### config.mk
export PLATFORM = sky130hd
export DESIGN_NAME = updq_front
export DESIGN_NICKNAME = d
export VERILOG_FILES = /design/src/sv/updq_pkg.sv /design/src/sv/updq_front.sv
export SDC_FILE = /design/constraint.sdc
export NUM_CORES = 1
export LEC_CHECK = 0
export ABC_AREA = 1
export BUFFER_PORTS_ARGS = -buffer_cell sky130_fd_sc_hd__buf_2
export CORE_AREA = 5 5 96 98
export DETAILED_ROUTE_END_ITERATION = 10
export DIE_AREA = 0 0 101 103
export PLACE_DENSITY = 0.7
export SYNTH_ARGS = -nofsm -noshare
export SYNTH_HDL_FRONTEND = slang
export SYNTH_SLANG_ARGS = --single-unit
### constraint.sdc
create_clock -name vclk -period 1.4
set_clock_uncertainty 0.1 [all_clocks]
set_input_delay 0 -clock vclk [all_inputs]
set_output_delay 0 -clock vclk [all_outputs]
set_load 0.005 [all_outputs]
### src/sv/updq_pkg.sv
`timescale 1ns / 1ps
package updq_pkg;

   // default sizes
   localparam int DEF_BINDINGS    = 16;
   localparam int DEF_QUEUE_DEPTH = 16;
   localparam int DEF_MAX_PAYLOAD = 1024;

   // depth of the queue between classifier and executor
   localparam int CMDQ_DEPTH = 2;

   // fixed result field widths
   localparam int IDX_OUT_W = 4;
   localparam int LEN_OUT_W = 11;

   // request kinds
   localparam logic [1:0] KIND_BIND   = 2'd0;
   localparam logic [1:0] KIND_UNBIND = 2'd1;
   localparam logic [1:0] KIND_FRAME  = 2'd2;
   localparam logic [1:0] KIND_RECV   = 2'd3;

   // result status codes
   localparam logic [3:0] ST_OK         = 4'd0;
   localparam logic [3:0] ST_ALREADY    = 4'd1;
   localparam logic [3:0] ST_NOT_BOUND  = 4'd2;
   localparam logic [3:0] ST_TABLE_FULL = 4'd3;
   localparam logic [3:0] ST_QUEUE_FULL = 4'd4;
   localparam logic [3:0] ST_NOT_UDP    = 4'd5;
   localparam logic [3:0] ST_DROPPED    = 4'd6;
   localparam logic [3:0] ST_ARP        = 4'd7;
   localparam logic [3:0] ST_EMPTY      = 4'd8;

   // protocol constants
   localparam logic [7:0]  IP_PROTO_UDP    = 8'd17;
   localparam logic [15:0] ETHER_TYPE_ARP  = 16'h0806;
   localparam logic [15:0] ETHER_TYPE_IPV4 = 16'h0800;
   localparam logic [15:0] MIN_ARP_LEN     = 16'd42;  // eth header + arp body
   localparam logic [15:0] MIN_IP_LEN      = 16'd34;  // eth header + ip header
   localparam logic [15:0] UDP_HDR_BYTES   = 16'd8;

   // internal operations handed from classifier to executor
   localparam logic [2:0] OP_DIRECT = 3'd0;
   localparam logic [2:0] OP_BIND   = 3'd1;
   localparam logic [2:0] OP_UNBIND = 3'd2;
   localparam logic [2:0] OP_ENQ    = 3'd3;
   localparam logic [2:0] OP_DEQ    = 3'd4;

   typedef struct packed {
      logic [1:0]  kind;
      logic [15:0] port;
      logic [15:0] frame_len;
      logic [15:0] ethertype;
      logic [7:0]  ip_proto;
      logic [15:0] dest_port;
      logic [15:0] udp_length;
      logic [31:0] source_ip;
      logic [15:0] source_port;
      logic [15:0] max_len;
   } req_type;

   typedef struct packed {
      logic [3:0]  status;
      logic [3:0]  binding_index;
      logic [3:0]  queue_slot;
      logic [31:0] out_source_ip;
      logic [15:0] out_source_port;
      logic [10:0] out_length;
   } rsp_type;

   typedef struct packed {
      logic [2:0]  op;
      logic [3:0]  status;   // used by direct results only
      logic [15:0] port;     // lookup key
      logic [31:0] source_ip;
      logic [15:0] source_port;
      logic [15:0] len;      // clamped payload length
      logic [15:0] max_len;
   } cmd_type;

   typedef struct packed {
      logic full;
      logic empty;
   } cmdq_stat_type;

endpackage

### src/sv/updq_front.sv
`timescale 1ns / 1ps
module updq_front
   import updq_pkg::*;
#(
   parameter int MAX_PAYLOAD = DEF_MAX_PAYLOAD
) (
   input  req_type req,
   output cmd_type cmd
);

   logic [15:0] pl_raw;
   logic [15:0] pl;

   // payload length: udp length minus header, clamped
   always_comb begin
      pl_raw = (req.udp_length >= UDP_HDR_BYTES) ? (req.udp_length - UDP_HDR_BYTES) : 16'd0;
      pl     = (pl_raw > 16'(MAX_PAYLOAD)) ? 16'(MAX_PAYLOAD) : pl_raw;
   end

   always_comb begin
      cmd.op          = OP_DIRECT;
      cmd.status      = ST_OK;
      cmd.port        = req.port;
      cmd.source_ip   = req.source_ip;
      cmd.source_port = req.source_port;
      cmd.len         = pl;
      cmd.max_len     = req.max_len;
      case (req.kind)
         KIND_BIND:   cmd.op = OP_BIND;
         KIND_UNBIND: cmd.op = OP_UNBIND;
         KIND_FRAME: begin
            if (req.frame_len >= MIN_ARP_LEN && req.ethertype == ETHER_TYPE_ARP) begin
               cmd.status = ST_ARP;
            end else if (!(req.frame_len >= MIN_IP_LEN && req.ethertype == ETHER_TYPE_IPV4)) begin
               cmd.status = ST_DROPPED;
            end else if (req.ip_proto != IP_PROTO_UDP) begin
               cmd.status = ST_NOT_UDP;
            end else begin
               cmd.op   = OP_ENQ;
               cmd.port = req.dest_port;
            end
         end
         KIND_RECV:   cmd.op = OP_DEQ;
         default:     cmd.op = OP_DIRECT;
      endcase
   end

endmodule

[Yosys cells after proc, flatten, opt, wreduce, memory -nomap -nowiden]
Cells that the tools add are included.
W data, S select, Z words.
Storage, ports and cells
  input port bits: 154
  output and inout bits: 103
  logic and storage cells: 27
  register bits after elaboration: 0
Cells by class
  add/sub/neg operators: 1
  reductions and logical operators: 3
  magnitude comparators: 4
  multiplexer cells: 13
  equality and inequality tests: 6
Operator list (count)
  $mux W16: 5
  $eq A16 B12 Y1 const B: 2
  $ge A16 B6 Y1 const B: 2
  $mux W19: 1
  $ge A16 B4 Y1 const B: 1
  $gt A16 B11 Y1 const B: 1
  $sub A16 B4 Y16 const B: 1
  $pmux W3 S4: 1
  $mux W3: 3
  $ne A8 B5 Y1 const B: 1
  $mux W2: 3
  $eq A2 B2 Y1 const B: 2
  $eq A2 B1 Y1 const B: 1
  $logic_and A1 B1 Y1: 2
  $logic_not A2 Y1: 1

[Longest topological paths before layout]
  depth after elaboration: 5
  mapped depth: 13
  mapped depth without buffers: 13

[Least setup slack after synthesis]
No wires, ideal clock.
  kind: input port to output port
  start point: input port req[68] (netlist name)
  end point: output port cmd[18] (netlist name)
  required time: 1300 ps
  cell stages on the path: 12
  arrival: 1161 ps
  slack: 139 ps
  buffers on the path: 0
  cell sequence: inv_1 > ha_1 > nand2_2 > inv_1 > nand3_1 > inv_1 > nand2_1 > nand3_1 > nand2_1 > nor2_4 > nand2_4 > nor2_1
RTL lines
  start, declared: line updq_front.sv:7  | input req_type req,
  end, declared: line updq_front.sv:8  | output cmd_type cmd

==> impl_metrics.ini <==
[yosys]
postSynthAreaPerCell_um2 = 4.89
yosysWarnings = 0
netlist_instances = 383
yosysSeqAreaShare_pct = 0
netlist_area_um2 = 1870
yosysUniqueCellTypes = 27

[detailed_routing]
route.detailed.drc = 0
dr.pass1.iters = 4
routed_wl_um = 8740
vias_per_cell = 4.41
dr.first_iter.drc_count = 39
postRouteAntennaNets = 0
routedWlPerCell_um = 13.3
vias = 2890

[finish]
fillers = 828
layout-drive-gt1-share_pct = 47.0
n_sequential_cell = 0
final_area_um2 = 3650
num-clock-buffers = 0
final-seq-area_um2 = 0
syn2layout_area_growth_pct = 95.0
final_net_count = 704
stdcell_count = 655
diodes = 0

[floorplanning]
die_h_um = 103
rows = 34
ioPinCount = 257
coreArea_um2 = 8380
start_util_pct = 22.4
die_width_um = 101
die_area_um2 = 10400

[pwr]
leakagePower_nw = 2.05
p_per_area_nw_per_um2 = 220
peakVddDrop_uv = 133

[grt]
antenna_found_initial = 0
grt_use_total_pct = 13.1
grt_overflow = 0
grt_max_degree = 19
grt_pass1_vias = 2678
grt_pass1_wl_um = 11600

[run]
max_cap_viol_count = 0

[timing]
tns_ns = -1.84
fmax_mhz = 646
holdWs_ns = 0.173
hold_viol = 0
final.setup.worst_slack_ns = -0.147
finalSetupViolations = 29
finalCritPeriodShare_pct = 111
layout_min_cycle_time_ns = 1.55
drv_slew = 0
rsz0062_at_grt = true

[worst_hold_path]
min_path_type = input port to primary output

[setup_path]
worstPathMaxFanout = 5
cp-start-kind = input port
cp.arrival_ns = 1.45
cp.required_ns = 1.30
path_class = input port to primary output
crit_path_end_kind = primary output

[place]
io_buffers = 122
placed_area_um2 = 2370
dp_hpwl_um = 5060
pre_cts_slack_ns = -0.160
gp_congestion = 0.898
dp.cells = 575

[run_status]
status = finished, violations left
violations = setup timing
==> critical path, cell delays in order <==
cell,delay [ns]
buf_6,0.11
buf_4,0.12
nor2_1,0.16
nand3_1,0.12
nand2_1,0.10
nand2_1,0.10
nand2_4,0.09
nand3_1,0.07
nor2_1,0.08
nand2_1,0.07
nand2_2,0.11
nand2_4,0.10
nor2_2,0.11
buf_2,0.11
==> final timing paths <==
check | slack (ns) | start | to | depth (start not counted)
setup / recovery | -0.15 | req[72] | cmd[23] | 14
hold / removal | 0.17 | req[152] | cmd[100] | 3
==> cells in the mapped netlist <==
master | instances | area share (%)
a21oi_1 | 1 | 0.27
buf_4 | 71 | 28
buf_6 | 2 | 1.2
clkbuf_1 | 4 | 0.80
clkinv_1 | 3 | 0.60
conb_1 | 1 | 0.20
ha_1 | 1 | 0.67
inv_1 | 23 | 4.6
inv_2 | 1 | 0.20
nand2_1 | 188 | 38
nand2_2 | 3 | 1.0
nand2_4 | 2 | 1.2
nand3_1 | 20 | 5.3
nand3_2 | 1 | 0.53
nand3b_1 | 1 | 0.40
nand4_1 | 5 | 1.7
nor2_1 | 30 | 6.0
nor2_2 | 6 | 2.0
nor2_4 | 2 | 1.2
nor3_1 | 2 | 0.53
nor4_1 | 3 | 1.0
nor4b_1 | 1 | 0.47
o211ai_1 | 2 | 0.80
o21ai_0 | 6 | 1.6
o21ai_2 | 1 | 0.47
o21bai_1 | 2 | 0.80
or2_2 | 1 | 0.33
==> what timing repair did <==
item / 4_1_cts / 5_1_grt
hold buffers: 64 / 0
hold endpoints to repair: 64 / 0
buffers inserted: 6 / 7
cloned: 2 / 1
gates resized for setup: 51 / 90
pin swaps: 27 / 50
endpoints found under the setup margin: 13 / 31
==> final cells by class <==
| cell class | count | area (um^2) | area share (%) |
|---|---|---|---|
| inverters | 27 | 119 | 3.25 |
| repair buffers | 234 | 1800 | 49.2 |
| multi-input cells | 286 | 1600 | 43.8 |
| well taps | 108 | 135 | 3.70 |
==> metal layers <==
metal | wire [um] | vias to the layer above | track usage (%)
met2 | 4880 | 174 | 27.1
met1 | 3110 | 1278 | 14.9
met4 | 41 | 0 | 0.818
li1 | - | 1432 | -
met5 | 0 | - | 0
met3 | 707 | 6 | 1.29
==> cell usage in the layout, fill, tap and decap left out <==
cell / n
nand3b_1: 1
clkinv_1: 2
inv_8: 2
nand4_1: 5
buf_6: 14
nor4_1: 1
dlygate4sd3_1: 64
nand3_1: 12
nand2_4: 16
nor4_4: 1
buf_12: 4
nor2_1: 17
nand2_1: 155
nor2_2: 8
or2_2: 1
o21ai_0: 2
conb_1: 6
nor3_1: 2
nor2_4: 13
buf_2: 107
o21ai_1: 3
buf_4: 40
inv_4: 1
nand2_2: 23
nand3_4: 3
nand3_2: 6
nand2_8: 1
buf_8: 4
inv_1: 17
o21ai_2: 2
o21bai_1: 1
o211ai_1: 2
nor4b_2: 1
nor4_2: 1
o21bai_2: 1
clkbuf_16: 1
inv_2: 5
ha_4: 1
a21oi_2: 1
==> cells by family (layout without fill, tap and decap cells) <==
group                      after synthesis  after routing  synth area share [%]
other                                    1              6                 0.200
adders and majority gates                1              1                 0.667
AOI/OAI and AO/OA                       12             12                  3.94
and+or+nand+nor                        265            267                  59.3
buffers and inverters                  104            261                  35.8
==> metrics by stage <==
stage	total power (W)	util [%]
after floorplan	0.000360	-
after global placement	0.000474	28.3
after detailed placement	0.000476	28.3
after CTS	0.000711	38.8
after global routing	0.000882	43.6
final	0.000804	43.6
==> report_power, final <==
part | switching, W | total [W] | internal (W)
clock | 0 | 0 | 0
sequential | 0 | 0 | 0
combinational | 0.000364 | 0.000804 | 0.000440
(Power assumes the default switching activity.)
