**src/sv/updq_pkg.sv**
```systemverilog
`timescale 1ns / 1ps
package updq_pkg;

   // default sizes
   localparam int DEF_BINDINGS    = 16;
   localparam int DEF_QUEUE_DEPTH = 16;
   localparam int DEF_MAX_PAYLOAD = 1024;

   // depth of the queue between classifier and executor
   localparam int CMDQ_DEPTH = 2;

   // fixed result field widths
   localparam int IDX_OUT_W = 4;
   localparam int LEN_OUT_W = 11;

   // request kinds
   localparam logic [1:0] KIND_BIND   = 2'd0;
   localparam logic [1:0] KIND_UNBIND = 2'd1;
   localparam logic [1:0] KIND_FRAME  = 2'd2;
   localparam logic [1:0] KIND_RECV   = 2'd3;

   // result status codes
   localparam logic [3:0] ST_OK         = 4'd0;
   localparam logic [3:0] ST_ALREADY    = 4'd1;
   localparam logic [3:0] ST_NOT_BOUND  = 4'd2;
   localparam logic [3:0] ST_TABLE_FULL = 4'd3;
   localparam logic [3:0] ST_QUEUE_FULL = 4'd4;
   localparam logic [3:0] ST_NOT_UDP    = 4'd5;
   localparam logic [3:0] ST_DROPPED    = 4'd6;
   localparam logic [3:0] ST_ARP        = 4'd7;
   localparam logic [3:0] ST_EMPTY      = 4'd8;

   // protocol constants
   localparam logic [7:0]  IP_PROTO_UDP    = 8'd17;
   localparam logic [15:0] ETHER_TYPE_ARP  = 16'h0806;
   localparam logic [15:0] ETHER_TYPE_IPV4 = 16'h0800;
   localparam logic [15:0] MIN_ARP_LEN     = 16'd42;  // eth header + arp body
   localparam logic [15:0] MIN_IP_LEN      = 16'd34;  // eth header + ip header
   localparam logic [15:0] UDP_HDR_BYTES   = 16'd8;

   // internal operations handed from classifier to executor
   localparam logic [2:0] OP_DIRECT = 3'd0;
   localparam logic [2:0] OP_BIND   = 3'd1;
   localparam logic [2:0] OP_UNBIND = 3'd2;
   localparam logic [2:0] OP_ENQ    = 3'd3;
   localparam logic [2:0] OP_DEQ    = 3'd4;

   typedef struct packed {
      logic [1:0]  kind;
      logic [15:0] port;
      logic [15:0] frame_len;
      logic [15:0] ethertype;
      logic [7:0]  ip_proto;
      logic [15:0] dest_port;
      logic [15:0] udp_length;
      logic [31:0] source_ip;
      logic [15:0] source_port;
      logic [15:0] max_len;
   } req_type;

   typedef struct packed {
      logic [3:0]  status;
      logic [3:0]  binding_index;
      logic [3:0]  queue_slot;
      logic [31:0] out_source_ip;
      logic [15:0] out_source_port;
      logic [10:0] out_length;
   } rsp_type;

   typedef struct packed {
      logic [2:0]  op;
      logic [3:0]  status;   // used by direct results only
      logic [15:0] port;     // lookup key
      logic [31:0] source_ip;
      logic [15:0] source_port;
      logic [15:0] len;      // clamped payload length
      logic [15:0] max_len;
   } cmd_type;

   typedef struct packed {
      logic full;
      logic empty;
   } cmdq_stat_type;

endpackage

```
**src/sv/updq_cmd_queue.sv**
```systemverilog
`timescale 1ns / 1ps
module updq_cmd_queue
   import updq_pkg::*;
(
   input  logic          clock,
   input  logic          reset,
   input  logic          push,
   input  cmd_type       push_cmd,
   input  logic          pop,
   output cmd_type       head_cmd,
   output cmdq_stat_type stat
);

   localparam int PTR_W = (CMDQ_DEPTH > 1) ? $clog2(CMDQ_DEPTH) : 1;
   localparam int CNT_W = $clog2(CMDQ_DEPTH + 1);

   cmd_type          entry_ff [CMDQ_DEPTH];
   logic [PTR_W-1:0] wr_ptr_ff, wr_ptr_in;
   logic [PTR_W-1:0] rd_ptr_ff, rd_ptr_in;
   logic [CNT_W-1:0] count_ff, count_in;

   function automatic logic [PTR_W-1:0] ptr_next(input logic [PTR_W-1:0] p);
      ptr_next = (p == PTR_W'(CMDQ_DEPTH - 1)) ? '0 : p + 1'b1;
   endfunction

   assign stat.full  = (count_ff == CNT_W'(CMDQ_DEPTH));
   assign stat.empty = (count_ff == '0);
   assign head_cmd   = entry_ff[rd_ptr_ff];

   always_comb begin
      wr_ptr_in = push ? ptr_next(wr_ptr_ff) : wr_ptr_ff;
      rd_ptr_in = pop  ? ptr_next(rd_ptr_ff) : rd_ptr_ff;
      count_in  = count_ff;
      if (push && !pop) begin
         count_in = count_ff + 1'b1;
      end else if (pop && !push) begin
         count_in = count_ff - 1'b1;
      end
   end

   always_ff @(posedge clock) begin
      if (reset) begin
         wr_ptr_ff <= '0;
         rd_ptr_ff <= '0;
         count_ff  <= '0;
      end else begin
         wr_ptr_ff <= wr_ptr_in;
         rd_ptr_ff <= rd_ptr_in;
         count_ff  <= count_in;
      end
   end

   always_ff @(posedge clock) begin
      if (push) begin
         entry_ff[wr_ptr_ff] <= push_cmd;
      end
   end

endmodule

```
**config.mk**
```make
export PLATFORM = sky130hd
export DESIGN_NAME = updq_cmd_queue
export DESIGN_NICKNAME = d
export VERILOG_FILES = /design/src/sv/updq_pkg.sv /design/src/sv/updq_cmd_queue.sv
export SDC_FILE = /design/constraint.sdc
export NUM_CORES = 1
export LEC_CHECK = 0
export ABC_AREA = 0
export BUFFER_PORTS_ARGS = -buffer_cell sky130_fd_sc_hd__buf_2
export CAP_MARGIN = 20
export CORE_MARGIN = 1
export CORE_UTILIZATION = 45
export DETAILED_ROUTE_END_ITERATION = 12
export PLACE_DENSITY = 0.78
export SYNTH_ARGS = -nofsm -noshare
export SYNTH_HDL_FRONTEND = slang
export SYNTH_SLANG_ARGS = --single-unit
```
**constraint.sdc**
```tcl
create_clock -name clock -period 6.5 [get_ports clock]
set_input_delay 0.65 -clock clock [delete_from_list [all_inputs] [get_ports clock]]
set_output_delay 0.65 -clock clock [all_outputs]
set_load 0.01 [all_outputs]
```
* Yosys cells after proc, flatten, opt, wreduce, memory -nomap -nowiden
Memories as Yosys holds them, arrays and structs flattened. A register that Yosys moved wholly into a read port is not among the register bits.
Cells that the tools add are included.
** Storage, ports and cells
- Register bits after elaboration :: 4
- Latch bits :: 0
- Bits in writable memories :: 206
- ROM bits :: 0
- Output and inout port bits :: 105
- Logic and storage cells :: 23
- Memories kept :: 1
** Memories
- entry_ff :: depth 2, width 103, read ports 1, clocked after Yosys merged registers in 1, write ports 1, line updq_cmd_queue.sv:17 : cmd_type entry_ff [CMDQ_DEPTH];
** Operators by class
- $add $sub $neg :: 4
- $mul :: 0
- Div/mod/pow operators :: 0
- Order comparisons :: 0
- Eq/ne operators :: 1
- Shift-type cells :: 0
- Muxes and demuxes :: 8
- Bitwise gates (word level) :: 0
- Reduce and logical (&&, ||, !) cells :: 6
** Operator list (number)
- $mux 1 :: 6
- $mux 2 :: 2
- $add 1x1->1 const B :: 2
- $add 2x1->2 const B :: 1
- $eq 2x2->1 const B :: 1
- $logic_and 1x1->1 :: 2
- $logic_not 1->1 :: 2
- $logic_not 2->1 :: 1
- $reduce_bool 2->1 :: 1
- $sub 2x1->2 const B :: 1

* Longest topological paths before layout
Gate-level depths: netlist of run 1.
- Depth in word-level cells :: 4
- Mapped depth :: 5
- Depth with buffers taken out :: 5

* Least setup slack after synthesis of run 1
No wires, ideal clock.
- Path kind :: input port to flip-flop
- Start point :: input port push
- End point :: memory entry_ff[0][0] (netlist name) (enable)
- Library setup time :: 0.578 ns
- Arrival :: 5.130 ns
- Data required time :: 5.922 ns
- Setup slack :: 0.792 ns
- Cell stages on the path :: 1
- Path through :: nor2b_1
** On the way
- Cells in the longest elaborated chain, start to end :: 2
** Ends and longest elaborated chain
- from (decl) :: line updq_cmd_queue.sv:7 : input logic push,
- $mux 1 :: line updq_cmd_queue.sv:54 : if (push) begin
- $mux 1 (not written as such) :: line updq_cmd_queue.sv:55 : entry_ff[wr_ptr_ff] <= push_cmd;
- to (decl) :: line updq_cmd_queue.sv:17
Every way passes these cells.

==> flow_summary.toml, run 1 <==
[final_layout]
multiInputGateArea_um2 = 1271
antenna_cells = 0
layout.area.seq_um2 = 6290
layout.core_utilization = 0.5794
fillerInstances = 1294
num-nets-final = 678
drive_gt1_frac = 0.5952
area.growth.synth_to_final_pct = 25.56

[worst_setup_path]
rr_endpoint = "entry_ff[0][34]"
cpMaxStageDelayCell = "sky130_fd_sc_hd__dfxtp_4"
crit_path_cell_trace = "buf_4 > mux2_2 > buf_2"
critical_path.reg2reg.startpoint = "wr_ptr_ff"
setup.reg_to_reg.worst_slack_ns = 4.29
data_arrival_time_at_the_worst_slack_endpoint_ns = 2.59
startpoint_type = "flip-flop"
critPathKind = "reg -> out"
timing.critical_path.slowest_cell_delay_ns = 0.74
timing.reg2reg.worst_path_depth = 3
worstPathMaxFanout = 59
required_ns = 5.85
setup.worst_path.end_class = "output port"

[route]
detailroute.via_count = 3929
antenna_left = 0
drt_iter0_drc = 195
post_drt_via_cell_ratio = 4.893
detail_route.wirelength_um = 14220
routed_wire_length_per_instance_um = 17.71
dr.pass1.iters = 4
drt_drc_violations_left = 0

[timing]
setup_total_negative_slack_ns = 0
clock-skew-final_ns = 0.01266
setup-violations-final = 0
unrepaired_setup_endpoints_after_global_routing = "false"
max_slew_margin = 0.3355
timing.final.crit_share = 0.4989
final-max-slew-violation-count = 0
worst_pin_slew_ns = 0.9968
max_freq_mhz = 308.4
final_period_minus_worst_setup_slack_ns = 3.243
finalHoldViolations = 0

[synth]
synthesis.nets = 450
synthesis.area_um2 = 7652
synthMostInstantiatedCell = "sky130_fd_sc_hd__edfxtp_1"
synth_top_cell_area_share = 0.8084
synth_async_sr_flop_share = 0
synth.lib_cells_used.distinct = 16
syn_avg_cell_area_um2 = 22.38
number_of_enable_flip_flop_cells_after_synthesis = 206
ys_seq_elements = 211
synth_top_cells_by_count = "sky130_fd_sc_hd__edfxtp_1 (206), sky130_fd_sc_hd__mux2_2 (103), sky130_fd_sc_hd__buf_6 (7)"
top_cells_by_area_in_the_synthesized_netlist = "sky130_fd_sc_hd__edfxtp_1 (81%), sky130_fd_sc_hd__mux2_2 (15%), sky130_fd_sc_hd__dfxtp_1 (1.3%), sky130_fd_sc_hd__buf_6 (1.0%), sky130_fd_sc_hd__nor2_1 (0.25%)"
syn-instance-count = 342
number_of_synthesis_warnings = 0
synth_largest_area_cell = "sky130_fd_sc_hd__edfxtp_1"
ys_dominant_reg_cell = "sky130_fd_sc_hd__edfxtp_1"
synth_seq_area_share = 0.8215

[clock_network]
tritoncts.num_buffers = 22
cts_buffer_depth = 3
cts_tree = "built"
clk_root_buffer_cell = "sky130_fd_sc_hd__clkbuf_16"
clock_sink_count = 211
post_cts_resized = 0
post-cts-setup-buffer-count = 0
cts.htree.levels = 1
cts-hold-fix-buffers = 0
insertion_delay_ns = 0.49
clock_slew_at_the_register_clock_pins_of_the_worst_setup_and_hold_paths_ns = 0.06

[global_routing]
total_routing_usage_reported_by_global_routing = 0.1623
wire_length_of_the_first_global_routing_pass_um = 22050
grt-ovfl-total = 0
grt_max_degree = 74
via_count_of_the_first_global_routing_pass = 4370
initial_antenna_violation_count = 1

[power]
share_seq_of_total_power = 0.520
power.switching_w = 0.0006564
combPwrFrac = 0.099
cellLeakagePower_nw = 3.598
power_w = 0.003112
switching_share_of_power = 0.2109
cell_internal_pwr_w = 0.002456
vdd_ir_drop_max_uv = 222.6
clock_power_share = 0.381
cellPowerDensity_nw_per_um2 = 323.9

[status]
outcome = "finished, final reports clean"

[floorplan]
die_boundary_height_um = 132.4
floorplan.die_area_um2 = 17530
io_pins = 212
die_w_um = 132.4
initial_core_utilization = 0.4614
number_of_cell_rows = 47
core_um2 = 16580

[place]
routabilityCongestion = 0.7290
portBuffers = 211
dp_hpwl_um = 9325

[worst_hold_path]
start_point_of_the_worst_min_delay_path = "push_cmd[24]"
hold_depth = 1
worst_hold_path.endpoint = "entry_ff[1][24]"
holdCritPathClass = "in -> reg"

[job]
drv.max_cap_violation_count = 0
## area by class of cell
cell class	instances	area share
multi-input combinational	119	0.1323
tap	220	0.02865
sequential	211	0.6546
inverter	1	0.0003907
timing repair buffer	215	0.1130
clock inverter	8	0.008725
clock buffer	29	0.06225
## worst max-delay path, delay by kind of cell (launching register included)
family,cells,cell delay (ns)
flip-flops,1,0.74
multiplexers,1,0.43
buffers and inverters,2,0.83
## routing by layer
layer	GRT usage	vias to the layer above	wire (µm)
met2	0.2933	157	7395
met4	0.04981	2	318
li1	-	1804	-
met5	0	-	13
met3	0.04383	25	1020
met1	0.1873	1941	5474
## worst max path at each step
stage | start | end | cells after the start
final | flip-flop | head_cmd[57] | 3
after global routing | flip-flop | head_cmd[57] | 3
after CTS | flip-flop | head_cmd[63] | 3
after detailed placement | flip-flop | head_cmd[63] | 3
after global placement | push | entry_ff[0][84] | 4
after floorplan | push | entry_ff[0][0] | 1
## metrics by stage
stage | cells | worst slack (ns) | hold WS, ns | instance area (µm²)
final | 803 | 3.257 | 0.3384 | 9608
after CTS | 803 | 3.182 | 0.3186 | 9608
after detailed placement | 766 | 3.718 | 0.5043 | 8926
after global placement | 766 | 3.768 | 0.4798 | 8926
after floorplan | 342 | 0.7916 | 0.4608 | 7652
after global routing | 803 | 3.098 | 0.3241 | 9608
## power groups by stage
stage / sequential [W] / clock (W) / combinational, W
floorplan: 0.00164 / 0 / 0.000190
global placement: 0.00164 / 0 / 0.000304
detailed placement: 0.00165 / 0 / 0.000313
CTS: 0.00162 / 0.00122 / 0.000315
global route: 0.00163 / 0.00127 / 0.000333
finish: 0.00162 / 0.00118 / 0.000309
## cell usage in the layout, fill, tap and decap left out
| cell | instances |
|---|---|
| sky130_fd_sc_hd__clkinv_1 | 5 |
| sky130_fd_sc_hd__xnor2_1 | 2 |
| sky130_fd_sc_hd__and2_4 | 1 |
| sky130_fd_sc_hd__o21ai_0 | 1 |
| sky130_fd_sc_hd__dfxtp_1 | 4 |
| sky130_fd_sc_hd__ha_1 | 1 |
| sky130_fd_sc_hd__mux2_2 | 103 |
| sky130_fd_sc_hd__buf_2 | 211 |
| sky130_fd_sc_hd__buf_4 | 4 |
| sky130_fd_sc_hd__nor2b_1 | 1 |
| sky130_fd_sc_hd__nor2b_4 | 1 |
| sky130_fd_sc_hd__clkinv_2 | 1 |
| sky130_fd_sc_hd__xor2_1 | 2 |
| sky130_fd_sc_hd__clkbuf_1 | 6 |
| sky130_fd_sc_hd__edfxtp_1 | 206 |
| sky130_fd_sc_hd__inv_1 | 1 |
| sky130_fd_sc_hd__nor2_1 | 5 |
| sky130_fd_sc_hd__bufinv_16 | 2 |
| sky130_fd_sc_hd__clkbuf_16 | 23 |
| sky130_fd_sc_hd__or3_1 | 1 |
| sky130_fd_sc_hd__dfxtp_4 | 1 |
| sky130_fd_sc_hd__a21oi_1 | 1 |
## cell families (layout without fill, tap and decap cells)
kind of cell	Yosys count	count (layout)	synth area share
buf+inv	12	253	0.01373
flops	211	211	0.8215
compound gates	2	2	0.001307
fa+ha+maj	1	1	0.001635
xor+xnor	4	4	0.004579
simple gates	9	9	0.005724
mux	103	103	0.1516
## state kept, by name, indices dropped and copies added, names as in the netlist, named ones only
name / cells
rd_ptr_ff: 1
count_ff: 2
wr_ptr_ff: 1
entry_ff: 206
(Power assumes the default switching activity.)
==> run 2, diff against run 1 <==
Clock period 6.5 ns to 3.3 ns, I/O delays scaled along.
==> flow_summary.toml, run 2 (synthesis results as in run 1) <==
[worst_setup_path]
setup.worst_path.end_class = "output port"
rr_endpoint = "entry_ff[1][55]"
timing.reg2reg.worst_path_depth = 2
setup.reg_to_reg.worst_slack_ns = 1.50
worstPathMaxFanout = 58
critical_path.reg2reg.startpoint = "wr_ptr_ff"
required_ns = 2.97
timing.critical_path.to = "head_cmd[94]"
data_arrival_time_at_the_worst_slack_endpoint_ns = 2.22
startpoint_type = "flip-flop"
critPathKind = "reg -> out"

[timing]
finalHoldViolations = 0
max_freq_mhz = 391.5
final-max-slew-violation-count = 0
finalHoldWorstSlack_ns = 0.03517
setup-violations-final = 0
final_period_minus_worst_setup_slack_ns = 2.555
worst_pin_slew_ns = 0.7790
setup_total_negative_slack_ns = 0
timing.final.crit_share = 0.7741
clock-skew-final_ns = 0.01264
max_slew_margin = 0.4807
unrepaired_setup_endpoints_after_global_routing = "false"

[job]
drv.max_cap_violation_count = 0

[final_layout]
largest_register_ffs = 206
largest_registers_ranked_by_flip_flop_count = "entry_ff: 206 flops, count_ff: 2 flops"
top_register = "entry_ff"
num-nets-final = 677
area.growth.synth_to_final_pct = 24.90
layout.cells.most_common = "sky130_fd_sc_hd__buf_2"
layout_common_cells = "sky130_fd_sc_hd__buf_2 (211), sky130_fd_sc_hd__edfxtp_1 (206), sky130_fd_sc_hd__mux2_2 (103), sky130_fd_sc_hd__clkbuf_16 (21), sky130_fd_sc_hd__clkinv_1 (6)"
antenna_cells = 0
drive_gt1_frac = 0.6000

[route]
detail_route.wirelength_um = 13660
routed_wire_length_per_instance_um = 17.08
dr.pass1.iters = 4
post_drt_via_cell_ratio = 4.879
detailroute.via_count = 3903
antenna_left = 0
drt_drc_violations_left = 0
drt_iter0_drc = 172

[place]
dp_hpwl_um = 8971
routabilityCongestion = 0.7381
portBuffers = 211

[floorplan]
die_w_um = 132.4
io_pins = 212
core_um2 = 16580
initial_core_utilization = 0.4614
number_of_cell_rows = 47
die_boundary_height_um = 132.4
floorplan.die_area_um2 = 17530

[power]
switching_share_of_power = 0.2153
power.switching_w = 0.001276
share_seq_of_total_power = 0.538
cell_internal_pwr_w = 0.004649
cellPowerDensity_nw_per_um2 = 619.9
combPwrFrac = 0.103
cellLeakagePower_nw = 3.578
vdd_ir_drop_max_uv = 475.4
clock_power_share = 0.359

[global_routing]
grt_max_degree = 59
initial_antenna_violation_count = 0
wire_length_of_the_first_global_routing_pass_um = 21480
grt-ovfl-total = 0
total_routing_usage_reported_by_global_routing = 0.1553
via_count_of_the_first_global_routing_pass = 4272

[clock_network]
post_cts_resized = 0
clock_sink_count = 211
clock_slew_at_the_register_clock_pins_of_the_worst_setup_and_hold_paths_ns = 0.06
clk_root_buffer_cell = "sky130_fd_sc_hd__clkbuf_16"
cts_buffer_depth = 3
tritoncts.num_buffers = 21
cts.htree.levels = 1
cts-hold-fix-buffers = 0
insertion_delay_ns = 0.48
cts_tree = "built"
post-cts-setup-buffer-count = 0

[worst_hold_path]
holdCritPathClass = "in -> reg"

[status]
outcome = "finished, final reports clean"
[run 2: cell count changes in the layout (fill, tap and decap cells not counted), sizes merged]
cell	change
clkinv	+5
bufinv	-1
clkbuf	-7
[run 2: worst min-delay path by stage]
stage / start / endpoint / slack [ns] / cells past startpoint
after detailed placement: count_ff[1] / count_ff[1] / 0.52 / 2
final: push_cmd[87] / entry_ff[1][87] / 0.04 / 1
after global routing: push_cmd[87] / entry_ff[0][87] / 0.01 / 1
after global placement: count_ff[1] / count_ff[1] / 0.48 / 2
after floorplan: reset / count_ff[1] / 0.40 / 1
after CTS: push_cmd[37] / entry_ff[1][37] / 0.01 / 1
[run 2: per-layer routing]
layer / global-route usage / up-vias / part of all wire / wire length, µm
li1: - / 1801 / - / -
met1: 0.1798 / 1916 / 0.40 / 5533
met5: 0 / - / 0 / 0
met4: 0.04151 / 0 / 0.024 / 334
met2: 0.2825 / 156 / 0.50 / 6887
met3: 0.04268 / 30 / 0.066 / 906
[run 2: power by group through the flow]
stage	clock network, W	registers, W	logic, W
floorplan	0	0.00322	0.000374
global placement	0	0.00324	0.000599
detailed placement	0	0.00325	0.000616
CTS	0.00218	0.00319	0.000619
global route	0.00228	0.00320	0.000657
finish	0.00213	0.00319	0.000609
[run 2: layout make-up]
| type | count | area (µm²) |
|---|---|---|
| fill | 1264 | 7025 |
| sequential | 211 | 6290 |
| multi-input combinational | 119 | 1271 |
| timing repair buffer | 215 | 1111 |
| clock buffer | 22 | 529.3 |
| tap | 220 | 275.3 |
| clock inverter | 12 | 77.57 |
| inverter | 1 | 3.754 |
[run 2: stage by stage]
| step | utilization | area (µm²) | instances | power (W) | setup slack, ns |
|---|---|---|---|---|---|
| after floorplan | - | 7660 | 342 | 0.003593 | 0.03836 |
| after global placement | 0.5398 | 8951 | 766 | 0.003834 | 1.294 |
| after detailed placement | 0.5398 | 8951 | 766 | 0.003864 | 1.249 |
| after CTS | 0.5764 | 9558 | 800 | 0.005994 | 0.7309 |
| after global routing | 0.5764 | 9558 | 800 | 0.006139 | 0.6724 |
| final | 0.5764 | 9558 | 800 | 0.005925 | 0.7454 |
[run 2: worst max-delay path, cell delays in order (launching register included)]
cell and delay (ns):
sky130_fd_sc_hd__dfxtp_4 0.75, sky130_fd_sc_hd__buf_12 0.35, sky130_fd_sc_hd__mux2_2 0.39, sky130_fd_sc_hd__buf_2 0.14
==> run 3, diff against run 2 <==
Settings changed: PLACE_DENSITY 0.78 to 0.81.
Clock period 3.3 ns to 2.2 ns, I/O delays scaled along.
==> flow_summary.toml, run 3 (synthesis results as in run 1) <==
[worst_setup_path]
data_arrival_time_at_the_worst_slack_endpoint_ns = 1.70
timing.critical_path.slowest_cell_delay_ns = 0.39
critPathKind = "reg -> out"
category_of_cells_accounting_for_the_largest_share_of_critical_path_delay = "buffers and inverters"
setup.reg_to_reg.worst_slack_ns = 0.77
crit_buf_inv = 2
required_ns = 1.98
rr_endpoint = "entry_ff[1][65]"
worstPathMaxFanout = 57
cpMaxStageDelayCell = "sky130_fd_sc_hd__mux2_2"
critical_path.reg2reg.startpoint = "wr_ptr_ff"
crit_path_cell_trace = "buf_12 > mux2_2 > buf_2"
timing.reg2reg.worst_path_depth = 2
startpoint_type = "flip-flop"
setup.worst_path.end_class = "output port"

[clock_network]
cts_tree = "built"
cts.htree.levels = 1
clock_sink_count = 211
clock_slew_at_the_register_clock_pins_of_the_worst_setup_and_hold_paths_ns = 0.05
cts-hold-fix-buffers = 104
cts_buffer_depth = 3
tritoncts.num_buffers = 22
post-cts-setup-buffer-count = 0
clk_root_buffer_cell = "sky130_fd_sc_hd__clkbuf_16"
insertion_delay_ns = 0.48
post_cts_resized = 0

[global_routing]
total_routing_usage_reported_by_global_routing = 0.1736
via_count_of_the_first_global_routing_pass = 4856
grt-ovfl-total = 0
grt_max_degree = 58
initial_antenna_violation_count = 0
wire_length_of_the_first_global_routing_pass_um = 23780

[route]
drt_drc_violations_left = 0
detailroute.via_count = 4378
drt_iter0_drc = 218
detail_route.wirelength_um = 15320
routed_wire_length_per_instance_um = 16.85
post_drt_via_cell_ratio = 4.816
antenna_left = 0
dr.pass1.iters = 4

[final_layout]
fin_cells = 909
layout_common_cells = "sky130_fd_sc_hd__buf_2 (211), sky130_fd_sc_hd__edfxtp_1 (206), sky130_fd_sc_hd__dlygate4sd3_1 (104), sky130_fd_sc_hd__mux2_2 (103), sky130_fd_sc_hd__clkbuf_16 (23)"
largest_register_ffs = 206
fillerInstances = 1135
multiInputGateArea_um2 = 1271
num-nets-final = 784
layout.area.seq_um2 = 6291
drive_gt1_frac = 0.5109
antenna_cells = 0
top_register = "entry_ff"
layout.cells.most_common = "sky130_fd_sc_hd__buf_2"
area.growth.synth_to_final_pct = 40.16
largest_registers_ranked_by_flip_flop_count = "entry_ff: 206 flops, count_ff: 2 flops"

[status]
outcome = "finished, final reports clean"

[job]
drv.max_cap_violation_count = 0

[floorplan]
die_w_um = 132.4
floorplan.die_area_um2 = 17530
die_boundary_height_um = 132.4
initial_core_utilization = 0.4614
core_um2 = 16580
number_of_cell_rows = 47
io_pins = 212

[timing]
final_period_minus_worst_setup_slack_ns = 1.922
setup_total_negative_slack_ns = 0
worst_pin_slew_ns = 0.3870
unrepaired_setup_endpoints_after_global_routing = "false"
timing.final.crit_share = 0.8736
max_slew_margin = 0.7420
final-max-slew-violation-count = 0
clock-skew-final_ns = 0.004899
max_freq_mhz = 520.3
setup-violations-final = 0
finalHoldViolations = 0

[place]
numPlacedInstances = 768
dp_hpwl_um = 9002
portBuffers = 211
routabilityCongestion = 0.7196

[power]
cellLeakagePower_nw = 4.061
cellPowerDensity_nw_per_um2 = 864.8
vdd_ir_drop_max_uv = 829.8

[worst_hold_path]
holdCritPathClass = "in -> reg"
start_point_of_the_worst_min_delay_path = "pop"
hold_depth = 3
## run 3: cell count changes in the layout (fill, tap and decap cells not counted), sizes merged
| cell | previous run | this run |
|---|---|---|
| clkinv | 11 | 8 |
| clkbuf | 22 | 28 |
| dlygate4sd3 | 0 | 104 |
| buf | 215 | 217 |
## run 3: worst max-delay path by stage
stage / slack, ns / endpoint / depth (start not counted)
floorplan: -0.08 / entry_ff[0][0] / 1
global placement: 0.78 / head_cmd[9] / 3
detailed placement: 0.75 / entry_ff[1][71] / 2
CTS: 0.26 / head_cmd[9] / 3
global route: 0.22 / head_cmd[9] / 3
finish: 0.28 / head_cmd[34] / 3
## run 3: area by class of cell
class	instances	area share
Sequential cell	211	0.5866
Clock inverter	9	0.006766
Inverter	1	0.0003500
Timing Repair Buffer	321	0.2067
Tap cell	220	0.02566
Multi-Input combinational cell	119	0.1185
Clock buffer	28	0.05541
## run 3: layer usage
layer | up-vias | share of wire | track usage
met5 | - | 0 | 0
met4 | 0 | 0.033 | 0.06003
met3 | 40 | 0.060 | 0.04152
met2 | 177 | 0.53 | 0.3298
met1 | 2137 | 0.38 | 0.1868
li1 | 2024 | - | -
## run 3: worst min-delay path, cell delays in order
cell and delay [ns]:
sky130_fd_sc_hd__buf_2 0.10, sky130_fd_sc_hd__xnor2_1 0.08, sky130_fd_sc_hd__nor2_1 0.08
## run 3: through the flow
stage | cell area (µm²) | hold slack, ns | setup slack (ns) | utilization | total power (W)
global route | 10730 | 0.03479 | 0.2184 | 0.6467 | 0.009592
detailed placement | 9017 | 0.4111 | 0.7495 | 0.5438 | 0.005813
floorplan | 7662 | 0.2850 | -0.07650 | - | 0.005384
global placement | 9017 | 0.4083 | 0.7844 | 0.5438 | 0.005768
CTS | 10730 | 0.01999 | 0.2572 | 0.6467 | 0.009345
finish | 10730 | 0.03198 | 0.2782 | 0.6467 | 0.009276
## run 3: where the power goes
group	internal, W	switching, W
Combinational	0.000584	0.000546
Clock	0.00202	0.00138
Sequential	0.00469	0.0000623
